File: src/rtl/core/sslp_pkg.sv
// Shared definitions for the servo slew-limited position unit.
// Holds request codes, register indexes, defaults and the flag structs.
// Used by sslp_step, the top level and the checker; depends on nothing.
package sslp_pkg;

    localparam int POS_BITS_DEFAULT = 16;
    localparam int CFG_INDEX_BITS   = 3;

    typedef enum logic [1:0] {
        FUNC_TICK    = 2'd0,
        FUNC_SET     = 2'd1,
        FUNC_FORCE   = 2'd2,
        FUNC_DISABLE = 2'd3
    } func_t;

    localparam logic [CFG_INDEX_BITS-1:0] REG_MIN_POS    = 3'd0;
    localparam logic [CFG_INDEX_BITS-1:0] REG_MAX_POS    = 3'd1;
    localparam logic [CFG_INDEX_BITS-1:0] REG_STEP_LIMIT = 3'd2;
    localparam logic [CFG_INDEX_BITS-1:0] REG_SOFT_LOWER = 3'd3;
    localparam logic [CFG_INDEX_BITS-1:0] REG_SOFT_UPPER = 3'd4;

    // Control flags of the position state.
    typedef struct packed {
        logic position_valid;
        logic goal_valid;
        logic off_flag;
    } state_flags_t;

    // Single-bit fields of one result.
    typedef struct packed {
        logic accepted;
        logic drive_valid;
        logic drive_off;
        logic moving;
        logic inverted;
        logic ready_res;
    } result_flags_t;

endpackage

File: src/rtl/core/servo_slew_limited_position_unit.sv
// Top level of the servo slew-limited position unit.
// Holds the configuration, position state, request and result registers;
// the per-request update is in sslp_step. Depends on sslp_pkg and sslp_step.
//
//   Channel   Handshake              Fields
//   --------  ---------------------  -----------------------------------------------
//   request   in_valid / in_stall    func, target_value, use_soft_limits, jump_now
//   result    out_valid / out_stall  accepted, drive_valid, drive_value, drive_off,
//                                    moving, inverted, ready_res
//   config    cfg_we                 cfg_index, cfg_data
//
// A request is registered on acceptance and its result is registered from the request
// register as it advances; one request is taken every cycle unless in_stall is asserted.
// The position state is updated as a request moves into the result register.
// A stalled result holds the request register, which then asserts in_stall.
// rst_n clears the state, the valid flags and the configuration to defaults.
module servo_slew_limited_position_unit #(
    parameter int POS_BITS = sslp_pkg::POS_BITS_DEFAULT
) (
    input  logic                              clk,
    input  logic                              rst_n,
    input  logic                              in_valid,
    output logic                              in_stall,
    input  logic [1:0]                        func,
    input  logic [POS_BITS-1:0]               target_value,
    input  logic                              use_soft_limits,
    input  logic                              jump_now,
    output logic                              out_valid,
    input  logic                              out_stall,
    output logic                              accepted,
    output logic                              drive_valid,
    output logic [POS_BITS-1:0]               drive_value,
    output logic                              drive_off,
    output logic                              moving,
    output logic                              inverted,
    output logic                              ready_res,
    input  logic                              cfg_we,
    input  logic [sslp_pkg::CFG_INDEX_BITS-1:0] cfg_index,
    input  logic [POS_BITS-1:0]               cfg_data
);

    logic [POS_BITS-1:0]     min_pos_reg;
    logic [POS_BITS-1:0]     max_pos_reg;
    logic [POS_BITS-1:0]     step_limit_reg;
    logic [POS_BITS-1:0]     soft_lower_reg;
    logic [POS_BITS-1:0]     soft_upper_reg;

    logic [POS_BITS-1:0]     position_reg;
    logic [POS_BITS-1:0]     goal_reg;
    logic [POS_BITS-1:0]     last_request_reg;
    sslp_pkg::state_flags_t  flags_reg;

    logic [POS_BITS-1:0]     position_next;
    logic [POS_BITS-1:0]     goal_next;
    logic [POS_BITS-1:0]     last_request_next;
    sslp_pkg::state_flags_t  flags_next;

    logic                    req_valid_reg;
    logic [1:0]              func_reg;
    logic [POS_BITS-1:0]     target_value_reg;
    logic                    use_soft_limits_reg;
    logic                    jump_now_reg;

    logic                    out_valid_reg;
    sslp_pkg::result_flags_t result_reg;
    sslp_pkg::result_flags_t result_next;
    logic [POS_BITS-1:0]     drive_value_reg;
    logic [POS_BITS-1:0]     drive_value_next;

    logic                    advance;

    assign advance  = req_valid_reg && (!out_valid_reg || !out_stall);
    assign in_stall = req_valid_reg && !advance;

    always_ff @(posedge clk or negedge rst_n)
    begin
        if (!rst_n) begin
            min_pos_reg    <= '0;
            max_pos_reg    <= '1;
            step_limit_reg <= '0;
            soft_lower_reg <= '0;
            soft_upper_reg <= '0;
        end else if (cfg_we) begin
            unique case (cfg_index)
                sslp_pkg::REG_MIN_POS:    min_pos_reg    <= cfg_data;
                sslp_pkg::REG_MAX_POS:    max_pos_reg    <= cfg_data;
                sslp_pkg::REG_STEP_LIMIT: step_limit_reg <= cfg_data;
                sslp_pkg::REG_SOFT_LOWER: soft_lower_reg <= cfg_data;
                sslp_pkg::REG_SOFT_UPPER: soft_upper_reg <= cfg_data;
                default:                  min_pos_reg    <= min_pos_reg;
            endcase
        end
    end

    // Request register.
    always_ff @(posedge clk or negedge rst_n)
    begin
        if (!rst_n) begin
            req_valid_reg <= 1'b0;
        end else if (!in_stall) begin
            req_valid_reg <= in_valid;
        end
    end

    always_ff @(posedge clk)
    begin
        if (in_valid && !in_stall) begin
            func_reg            <= func;
            target_value_reg    <= target_value;
            use_soft_limits_reg <= use_soft_limits;
            jump_now_reg        <= jump_now;
        end
    end

    sslp_step #(
        .POS_BITS (POS_BITS)
    ) u_step (
        .min_pos           (min_pos_reg),
        .max_pos           (max_pos_reg),
        .step_limit        (step_limit_reg),
        .soft_lower        (soft_lower_reg),
        .soft_upper        (soft_upper_reg),
        .func              (func_reg),
        .target_value      (target_value_reg),
        .use_soft_limits   (use_soft_limits_reg),
        .jump_now          (jump_now_reg),
        .position          (position_reg),
        .goal              (goal_reg),
        .last_request      (last_request_reg),
        .flags             (flags_reg),
        .position_next     (position_next),
        .goal_next         (goal_next),
        .last_request_next (last_request_next),
        .flags_next        (flags_next),
        .result            (result_next),
        .drive_value       (drive_value_next)
    );

    // Position state and result register advance together.
    always_ff @(posedge clk or negedge rst_n)
    begin
        if (!rst_n) begin
            position_reg     <= '0;
            goal_reg         <= '0;
            last_request_reg <= '0;
            flags_reg        <= '0;
            out_valid_reg    <= 1'b0;
        end else begin
            if (advance) begin
                position_reg     <= position_next;
                goal_reg         <= goal_next;
                last_request_reg <= last_request_next;
                flags_reg        <= flags_next;
                out_valid_reg    <= 1'b1;
            end else if (!out_stall) begin
                out_valid_reg    <= 1'b0;
            end
        end
    end

    always_ff @(posedge clk)
    begin
        if (advance) begin
            result_reg      <= result_next;
            drive_value_reg <= drive_value_next;
        end
    end

    assign out_valid   = out_valid_reg;
    assign accepted    = result_reg.accepted;
    assign drive_valid = result_reg.drive_valid;
    assign drive_value = drive_value_reg;
    assign drive_off   = result_reg.drive_off;
    assign moving      = result_reg.moving;
    assign inverted    = result_reg.inverted;
    assign ready_res   = result_reg.ready_res;

endmodule

File: src/rtl/core/sslp_step.sv
// Combinational update of the servo position state for one request.
// Computes the next state and the result fields from the current state,
// the configuration and the request. Depends on sslp_pkg.
module sslp_step #(
    parameter int POS_BITS = sslp_pkg::POS_BITS_DEFAULT
) (
    input  logic [POS_BITS-1:0]     min_pos,
    input  logic [POS_BITS-1:0]     max_pos,
    input  logic [POS_BITS-1:0]     step_limit,
    input  logic [POS_BITS-1:0]     soft_lower,
    input  logic [POS_BITS-1:0]     soft_upper,
    input  logic [1:0]              func,
    input  logic [POS_BITS-1:0]     target_value,
    input  logic                    use_soft_limits,
    input  logic                    jump_now,
    input  logic [POS_BITS-1:0]     position,
    input  logic [POS_BITS-1:0]     goal,
    input  logic [POS_BITS-1:0]     last_request,
    input  sslp_pkg::state_flags_t  flags,
    output logic [POS_BITS-1:0]     position_next,
    output logic [POS_BITS-1:0]     goal_next,
    output logic [POS_BITS-1:0]     last_request_next,
    output sslp_pkg::state_flags_t  flags_next,
    output sslp_pkg::result_flags_t result,
    output logic [POS_BITS-1:0]     drive_value
);

    logic [POS_BITS-1:0] lo_clamped;
    logic [POS_BITS-1:0] up_clamped;
    logic [POS_BITS-1:0] target_clamped;
    logic [POS_BITS-1:0] forced_pos;
    logic [POS_BITS-1:0] diff_up;
    logic [POS_BITS-1:0] diff_down;
    logic                at_goal_now;

    function automatic logic [POS_BITS-1:0] clamp_range(
        input logic [POS_BITS-1:0] v,
        input logic [POS_BITS-1:0] lo,
        input logic [POS_BITS-1:0] hi
    );
        logic [POS_BITS-1:0] r;
        if (v < lo) begin
            r = lo;
        end else if (v > hi) begin
            r = hi;
        end else begin
            r = v;
        end
        return r;
    endfunction

    function automatic logic is_at_goal(
        input logic                pv,
        input logic                gv,
        input logic [POS_BITS-1:0] p,
        input logic [POS_BITS-1:0] g
    );
        return (pv == gv) && (!pv || (p == g));
    endfunction

    assign lo_clamped  = clamp_range(soft_lower, min_pos, max_pos);
    assign up_clamped  = clamp_range(soft_upper, min_pos, max_pos);
    assign forced_pos  = clamp_range(target_value, min_pos, max_pos);
    assign diff_up     = goal - position;
    assign diff_down   = position - goal;
    assign at_goal_now = is_at_goal(flags.position_valid, flags.goal_valid, position, goal);

    // Target clamp: hard range tests max first; soft limits test the upper end
    // first, and equal soft limits count as the inverted direction.
    always_comb
    begin
        if (!use_soft_limits) begin
            if (target_value > max_pos) begin
                target_clamped = max_pos;
            end else if (target_value < min_pos) begin
                target_clamped = min_pos;
            end else begin
                target_clamped = target_value;
            end
        end else if (lo_clamped < up_clamped) begin
            if (target_value > up_clamped) begin
                target_clamped = up_clamped;
            end else if (target_value < lo_clamped) begin
                target_clamped = lo_clamped;
            end else begin
                target_clamped = target_value;
            end
        end else begin
            if (target_value < up_clamped) begin
                target_clamped = up_clamped;
            end else if (target_value > lo_clamped) begin
                target_clamped = lo_clamped;
            end else begin
                target_clamped = target_value;
            end
        end
    end

    always_comb
    begin
        position_next      = position;
        goal_next          = goal;
        last_request_next  = last_request;
        flags_next         = flags;
        result.accepted    = 1'b0;
        result.drive_valid = 1'b0;
        result.drive_off   = 1'b0;
        drive_value        = '0;

        unique case (sslp_pkg::func_t'(func))
            sslp_pkg::FUNC_TICK:
            begin
                if (!flags.off_flag && flags.goal_valid && !at_goal_now) begin
                    if (!flags.position_valid || (step_limit == '0)) begin
                        position_next = goal;
                    end else if (goal > position) begin
                        position_next = (diff_up > step_limit) ? position + step_limit : goal;
                    end else begin
                        position_next = (diff_down > step_limit) ? position - step_limit : goal;
                    end
                    flags_next.position_valid = 1'b1;
                    result.drive_valid        = 1'b1;
                    drive_value               = position_next;
                end
            end
            sslp_pkg::FUNC_SET:
            begin
                if (target_value == '0) begin
                    result.accepted = 1'b0;
                end else if (flags.position_valid && (target_value == position)) begin
                    goal_next             = position;
                    flags_next.goal_valid = 1'b1;
                    result.accepted       = 1'b1;
                end else begin
                    // The output is re-enabled even when the request repeats.
                    flags_next.off_flag = 1'b0;
                    if (last_request != target_value) begin
                        last_request_next     = target_value;
                        goal_next             = target_clamped;
                        flags_next.goal_valid = 1'b1;
                        result.accepted       = 1'b1;
                        if (jump_now) begin
                            position_next             = target_clamped;
                            flags_next.position_valid = 1'b1;
                            result.drive_valid        = 1'b1;
                            drive_value               = target_clamped;
                        end
                    end
                end
            end
            sslp_pkg::FUNC_FORCE:
            begin
                position_next             = forced_pos;
                goal_next                 = forced_pos;
                flags_next.position_valid = 1'b1;
                flags_next.goal_valid     = 1'b1;
            end
            sslp_pkg::FUNC_DISABLE:
            begin
                if (!flags.off_flag) begin
                    flags_next.off_flag = 1'b1;
                    result.drive_off    = 1'b1;
                end
            end
            default:
            begin
                flags_next = flags;
            end
        endcase

        result.moving    = !is_at_goal(flags_next.position_valid, flags_next.goal_valid,
                                       position_next, goal_next);
        result.inverted  = up_clamped < lo_clamped;
        result.ready_res = flags_next.position_valid;
    end

endmodule

File: config.mk
export PLATFORM = sky130hd
export DESIGN_NAME = servo_slew_limited_position_unit
export DESIGN_NICKNAME = d
export VERILOG_FILES = /design/src/rtl/core/sslp_pkg.sv /design/src/rtl/core/servo_slew_limited_position_unit.sv /design/src/rtl/core/sslp_step.sv
export SDC_FILE = /design/constraint.sdc
export NUM_CORES = 1
export LEC_CHECK = 0
export BUFFER_PORTS_ARGS = -buffer_cell sky130_fd_sc_hd__buf_2
export CORE_MARGIN = 1
export CORE_UTILIZATION = 55
export CTS_CLUSTER_SIZE = 8
export DETAILED_ROUTE_END_ITERATION = 7
export GPL_ROUTABILITY_DRIVEN = 0
export GPL_TIMING_DRIVEN = 0
export HOLD_SLACK_MARGIN = 0.05
export MAX_ROUTING_LAYER = met4
export PLACE_DENSITY = 0.72
export SYNTH_ARGS = -nofsm -noshare
export SYNTH_HDL_FRONTEND = slang
export SYNTH_SLANG_ARGS = --single-unit
File: constraint.sdc
create_clock -name clk -period 7.5 [get_ports clk]
set_clock_uncertainty 0.05 [all_clocks]
set_input_delay 0.375 -clock clk [delete_from_list [all_inputs] [get_ports clk]]
set_output_delay 0.375 -clock clk [all_outputs]
set_load 0.05 [all_outputs]
==> results.toml, run 1 <==
[critical_path]
regToRegSetupSlack_ns = -0.15
worst_ep_required_time_ns = 7.63
critPathCaptureType = "register"
worstSetupStartpoint = "max_pos_reg[10]"
path_class = "reg2reg"
worstRegToRegCells = 27
r2r_start = "max_pos_reg[10]"
crit_fanout = 10
arrival_ns = 7.78
cp-start-kind = "register"
timing.rr.end = "moving"

[drt]
detail_route.wl_per_cell_um = 26.3
first_pass_iters = 8
detail-route-antenna-nets = 0
first_iter_violations = 2861
routed_wl_um = 71000
drc = 0
dr_total_vias = 19223
post_drt_via_cell_ratio = 7.11

[power]
ir_drop_uv = 282
power_density_mw_per_mm2 = 525
cellLeakagePower_nw = 9.06
fin_total_pwr_mw = 10.8

[sta]
fmax_mhz = 131
worstMarginPinSlew_ns = 1.09
setup_viol = 1
maxSlewViolCount = 0
fin_ws_ns = -0.149
slew_headroom = 0.270
hold_ws_ns = 0.0548
finalCritPeriodShare = 1.02
setup_tns_ns = -0.149
finalCriticalPeriod_ns = 7.65
hold_viol = 0

[placement]
portBuffers = 67
dpl.hpwl_um = 52700
dpl-instance-area_mm2 = 0.0186

[min_path]
min_path_type = "in2reg"
worst_hold_path.num_cells = 2
holdPathEnd = "req_valid_reg"
hold_start = "in_valid"

[yosys]
yosys_warnings = 0
synth_edf_count = 42
syn_area_mm2 = 0.0177
ys_top_cells_by_area = "dfrtp_1 17%, ha_1 17%, edfxtp_1 7.1%"
synth-main-ff-cell = "dfrtp_1"
async_flop_share = 0.760
post-synth-top-count-cell = "ha_1"
synthCells = 2104
yosysSeqAreaShare = 0.261
avgSynthCellArea_um2 = 8.40
synth_top_cell_area_share = 0.166
synth_commonest_cells = "234 x ha_1, 222 x nand2_1, 196 x o21ai_0, 160 x inv_1, 146 x a21oi_1"
syn-num-nets = 2386
synth_top_cell_by_area = "dfrtp_1"
synthDistinctLibCells = 98
ys_ff_latch = 175

[clock_tree]
cts-buffers-inserted = 17
clkLatencyLatePin_ns = 0.48
cts_buffer_depth = 2
cts_max_level = 4
cts-root-buf = "clkbuf_16"
cts_tree = "built"
clock-sinks = 175
clkSlewWorstSetupHoldPaths_ns = 0.07

[final_layout]
area_delta_synth_final_pct = 16.1
drive_above_1_share = 0.177
nets = 2567
finish.instance_area_mm2 = 0.0205
nFillCells = 2655

[grt]
overflow = 0
grt_pass1_vias = 17684
grtUsageTotal = 0.435
antenna_found_initial = 2
grt_max_degree = 97
grt_pass1_wl_um = 104000

[floorplan]
core_area_mm2 = 0.0316
die_y_um = 181
initial_utilization = 0.560
die_w_um = 181
io_pins = 68
die_area_mm2 = 0.0329
row_count = 65

[run]
drv_cap = 0

[status]
status = "complete, but fails checks"
violations = "setup timing"
logic make-up (layout without fill, tap and decap cells):
| group | Yosys count | count (layout) | synth area share |
|---|---|---|---|
| simple gates | 572 | 572 | 0.155 |
| flops | 175 | 175 | 0.261 |
| xor+xnor | 73 | 73 | 0.0362 |
| fa+ha+maj | 238 | 238 | 0.170 |
| buf+inv | 255 | 449 | 0.0549 |
| other cells | 0 | 2 | 0 |
| compound gates | 689 | 689 | 0.261 |
| mux | 102 | 102 | 0.0620 |
layout make-up:
class	instances	area, um^2	area share
timing repair buffer	164	1170	0.0571
clock inverter	12	123	0.00597
clock buffer	20	468	0.0228
antenna	2	5.00	0.000244
buffer	93	419	0.0204
sequential	175	4630	0.225
inverter	160	627	0.0305
tap	402	503	0.0245
multi-input combinational	1674	12600	0.613
how the worst max path moves through the flow:
stage / endpoint / slack [ns] / cells past startpoint
3_3_place_gp: moving / -0.98 / 29
5_1_grt: moving / -0.20 / 27
2_1_floorplan: moving / 0.73 / 32
6_report: moving / -0.15 / 27
4_1_cts: moving / 0.003 / 30
3_5_place_dp: moving / -1.07 / 29
report_power, final:
| group | internal [mW] | switching (mW) | leakage (nW) |
|---|---|---|---|
| Sequential | 1.23 | 0.463 | 2.00 |
| Combinational | 3.18 | 4.97 | 6.77 |
| Clock | 0.493 | 0.431 | 0.287 |
| Total | 4.91 | 5.87 | 9.06 |
critical path, stage by stage, from the launching register on:
cell	delay, ns
dfstp_2	0.61
clkinvlp_4	0.22
ha_4	0.33
nand4_1	0.19
or2_4	0.32
a211o_1	0.31
and3_4	0.22
nor2_4	0.19
clkbuf_16	0.20
mux2i_1	0.09
o21ai_2	0.31
inv_2	0.11
ha_4	0.29
nand4_1	0.12
nor4_1	0.62
and4_1	0.37
o21ai_0	0.21
a31o_2	0.36
a21oi_2	0.20
buf_4	0.23
o221ai_1	0.15
a41oi_2	0.43
nor3_1	0.13
nor3_2	0.20
o21ai_2	0.09
nor4b_2	0.34
and4_4	0.30
a41oi_2	0.17
per-layer routing:
layer  wire (um)  vias to the layer above  share of wire  track usage
met5           0                        -              0            -
met4        6420                        0          0.090        0.293
met2       30100                     1552           0.42        0.644
met3        9250                      509           0.13        0.132
li1            -                     8154              -            -
met1       25200                     9008           0.35        0.508
what timing repair did:
item / 4_1_cts / 5_1_grt
pin swaps: 14 / 36
gates resized for setup: 72 / 100
buffers inserted: 30 / 44
hold buffers: 21 / 0
endpoints found under the setup margin: 22 / 3
gates cloned: 0 / 1
hold endpoints to repair: 57 / 0
per-stage QoR:
stage | setup slack [ns] | utilization | instances
6_report | -0.149 | 0.651 | 2702
5_1_grt | -0.197 | 0.651 | 2702
4_1_cts | 0.00258 | 0.628 | 2656
3_5_place_dp | -1.07 | 0.588 | 2574
3_3_place_gp | -0.977 | 0.587 | 2573
2_1_floorplan | 0.733 | - | 2104
placed cells by master, fill, tap and decap left out, types with 50 or more instances in the layout:
master      n
nor2_1    117
buf_4      76
a21oi_1   134
ha_1      227
dfrtp_1   102
inv_1     145
o21ai_0   174
buf_2      67
mux2_2     50
nand2_1   221
clkbuf_1   76
(Power assumes the default switching activity.)
==> run 2: changes to the inputs <==
- REMOVE_ABC_BUFFERS: default -> 1
==> run 2 against run 1 <==
The run now ends clean. Via count decreased by 8.1%. Hold slack improved by 0.049 ns. Flip-flop and latch count unchanged. Sequential power decreased by 5%. Critical path depth increased by 1. Clock power increased by 0.6%. Combinational power decreased by 3.9%. Clock-buffer cell count decreased by 3. Maximum frequency increased by 3.0%. Non-clock buffer count decreased by 117. Critical path type unchanged.
==> results.toml, run 2 (same netlist as run 1, synthesis figures left out) <==
[sta]
setup_tns_ns = 0
slew_headroom = 0.197
setup_viol = 0
maxSlewViolCount = 0
fmax_mhz = 135
hold_viol = 0
hold_ws_ns = 0.104
finalCriticalPeriod_ns = 7.43
worstMarginPinSlew_ns = 1.20
finalCritPeriodShare = 0.990

[critical_path]
timing.rr.end = "moving"
cp-endpoint = "moving"
worstRegToRegCells = 28
cp-start-kind = "register"
cp_common_cell = "a21o_1"
regToRegSetupSlack_ns = 0.07
path_class = "reg2reg"
arrival_ns = 7.58
r2r_start = "max_pos_reg[11]"
crit_fanout = 10
max_stage_delay_ns = 0.58
worst_ep_required_time_ns = 7.65
critPathCaptureType = "register"
critPathSlowestCell = "dfstp_2"
worstSetupStartpoint = "max_pos_reg[11]"

[clock_tree]
cts_max_level = 4
cts-root-buf = "clkbuf_16"
cts_tree = "built"
clkSlewWorstSetupHoldPaths_ns = 0.09
cts-buffers-inserted = 17
clkLatencyLatePin_ns = 0.49
cts_buffer_depth = 2
clock-sinks = 175

[run]
drv_cap = 0

[grt]
grtUsageTotal = 0.386
antenna_found_initial = 0
overflow = 0
grt_pass1_wl_um = 94000
grt_max_degree = 82
grt_pass1_vias = 16641

[final_layout]
antenna_cells = 0
final_cell_mix = "228 x ha_1, 221 x nand2_1, 176 x o21ai_0"
area_delta_synth_final_pct = 13.5
final_common_cell = "ha_1"
finish.instance_area_mm2 = 0.0201
nets = 2450
final_cells = 2583
drive_above_1_share = 0.160

[drt]
dr_total_vias = 17673
post_drt_via_cell_ratio = 6.84
first_pass_iters = 8
drc = 0
detail-route-antenna-nets = 0
routed_wl_um = 62600
first_iter_violations = 2110
detail_route.wl_per_cell_um = 24.2

[floorplan]
core_area_mm2 = 0.0316
die_area_mm2 = 0.0329
die_y_um = 181
initial_utilization = 0.560
die_w_um = 181
io_pins = 68
row_count = 65

[power]
cellLeakagePower_nw = 8.89
power_density_mw_per_mm2 = 517
ir_drop_uv = 467

[min_path]
min_path_type = "in2reg"

[placement]
dpl.hpwl_um = 46600
dpl-instance-area_mm2 = 0.0184
portBuffers = 67
dp.cells = 2489

[status]
status = "finished clean"
[run 2: metal layers]
layer	routed length (um)	GRT usage	vias up
met1	24400	0.474	8418
li1	-	-	7919
met2	27700	0.585	1049
met3	5730	0.0665	287
met5	0	-	-
met4	4820	0.256	0
[run 2: how the worst min path moves through the flow]
stage / startpoint / depth (start not counted) / slack, ns / end
final: out_stall / 3 / 0.10 / out_valid
after CTS: out_stall / 3 / 0.11 / out_valid
after detailed placement: rst_n / 1 / 0.42 / step_limit_reg[15]
after floorplan: rst_n / 0 / 0.03 / flags_reg[0]
after global routing: out_stall / 3 / 0.11 / out_valid
after global placement: req_valid_reg / 1 / 0.42 / out_valid
[run 2: final cells by class]
cell class                      count  area [um^2]
Multi-Input combinational cell   1674        12600
Tap cell                          402          503
Inverter                          160          604
Clock inverter                     15          166
Clock buffer                       17          425
Fill cell                        2598        11500
Sequential cell                   175         4620
Timing Repair Buffer              140         1110
[run 2: metrics by stage]
stage,utilization,worst slack (ns),total power [mW]
detailed placement,0.582,-2.33,8.22
global route,0.636,-0.127,11.1
global placement,0.575,-3.36,8.00
CTS,0.619,0.0192,9.55
floorplan,-,0.207,6.37
finish,0.636,0.0744,10.4
[run 2: power breakdown]
part           total (mW)  switching, mW  internal, mW
clock               0.930          0.481         0.448
sequential           1.60          0.376          1.23
combinational        7.84           4.68          3.16
[run 2: worst max-delay path: cells and delay by family, from the launching register on]
family                   cells  cell delay (ns)
AND/OR/NAND/NOR              9             2.59
AO/OA/AOI/OAI               11             2.44
adder cells (fa/ha/maj)      2             0.61
flip-flops                   1             0.58
buffers and inverters        3             0.43
multiplexers                 2             0.25
XOR/XNOR                     1             0.18
[run 2: repair_timing]
action	in CTS	in global routing
setup buffers	16	23
endpoints found under the setup margin	48	1
endpoints found under the hold margin	88	0
hold buffers	22	0
resized for setup	48	71
pin swaps	9	30
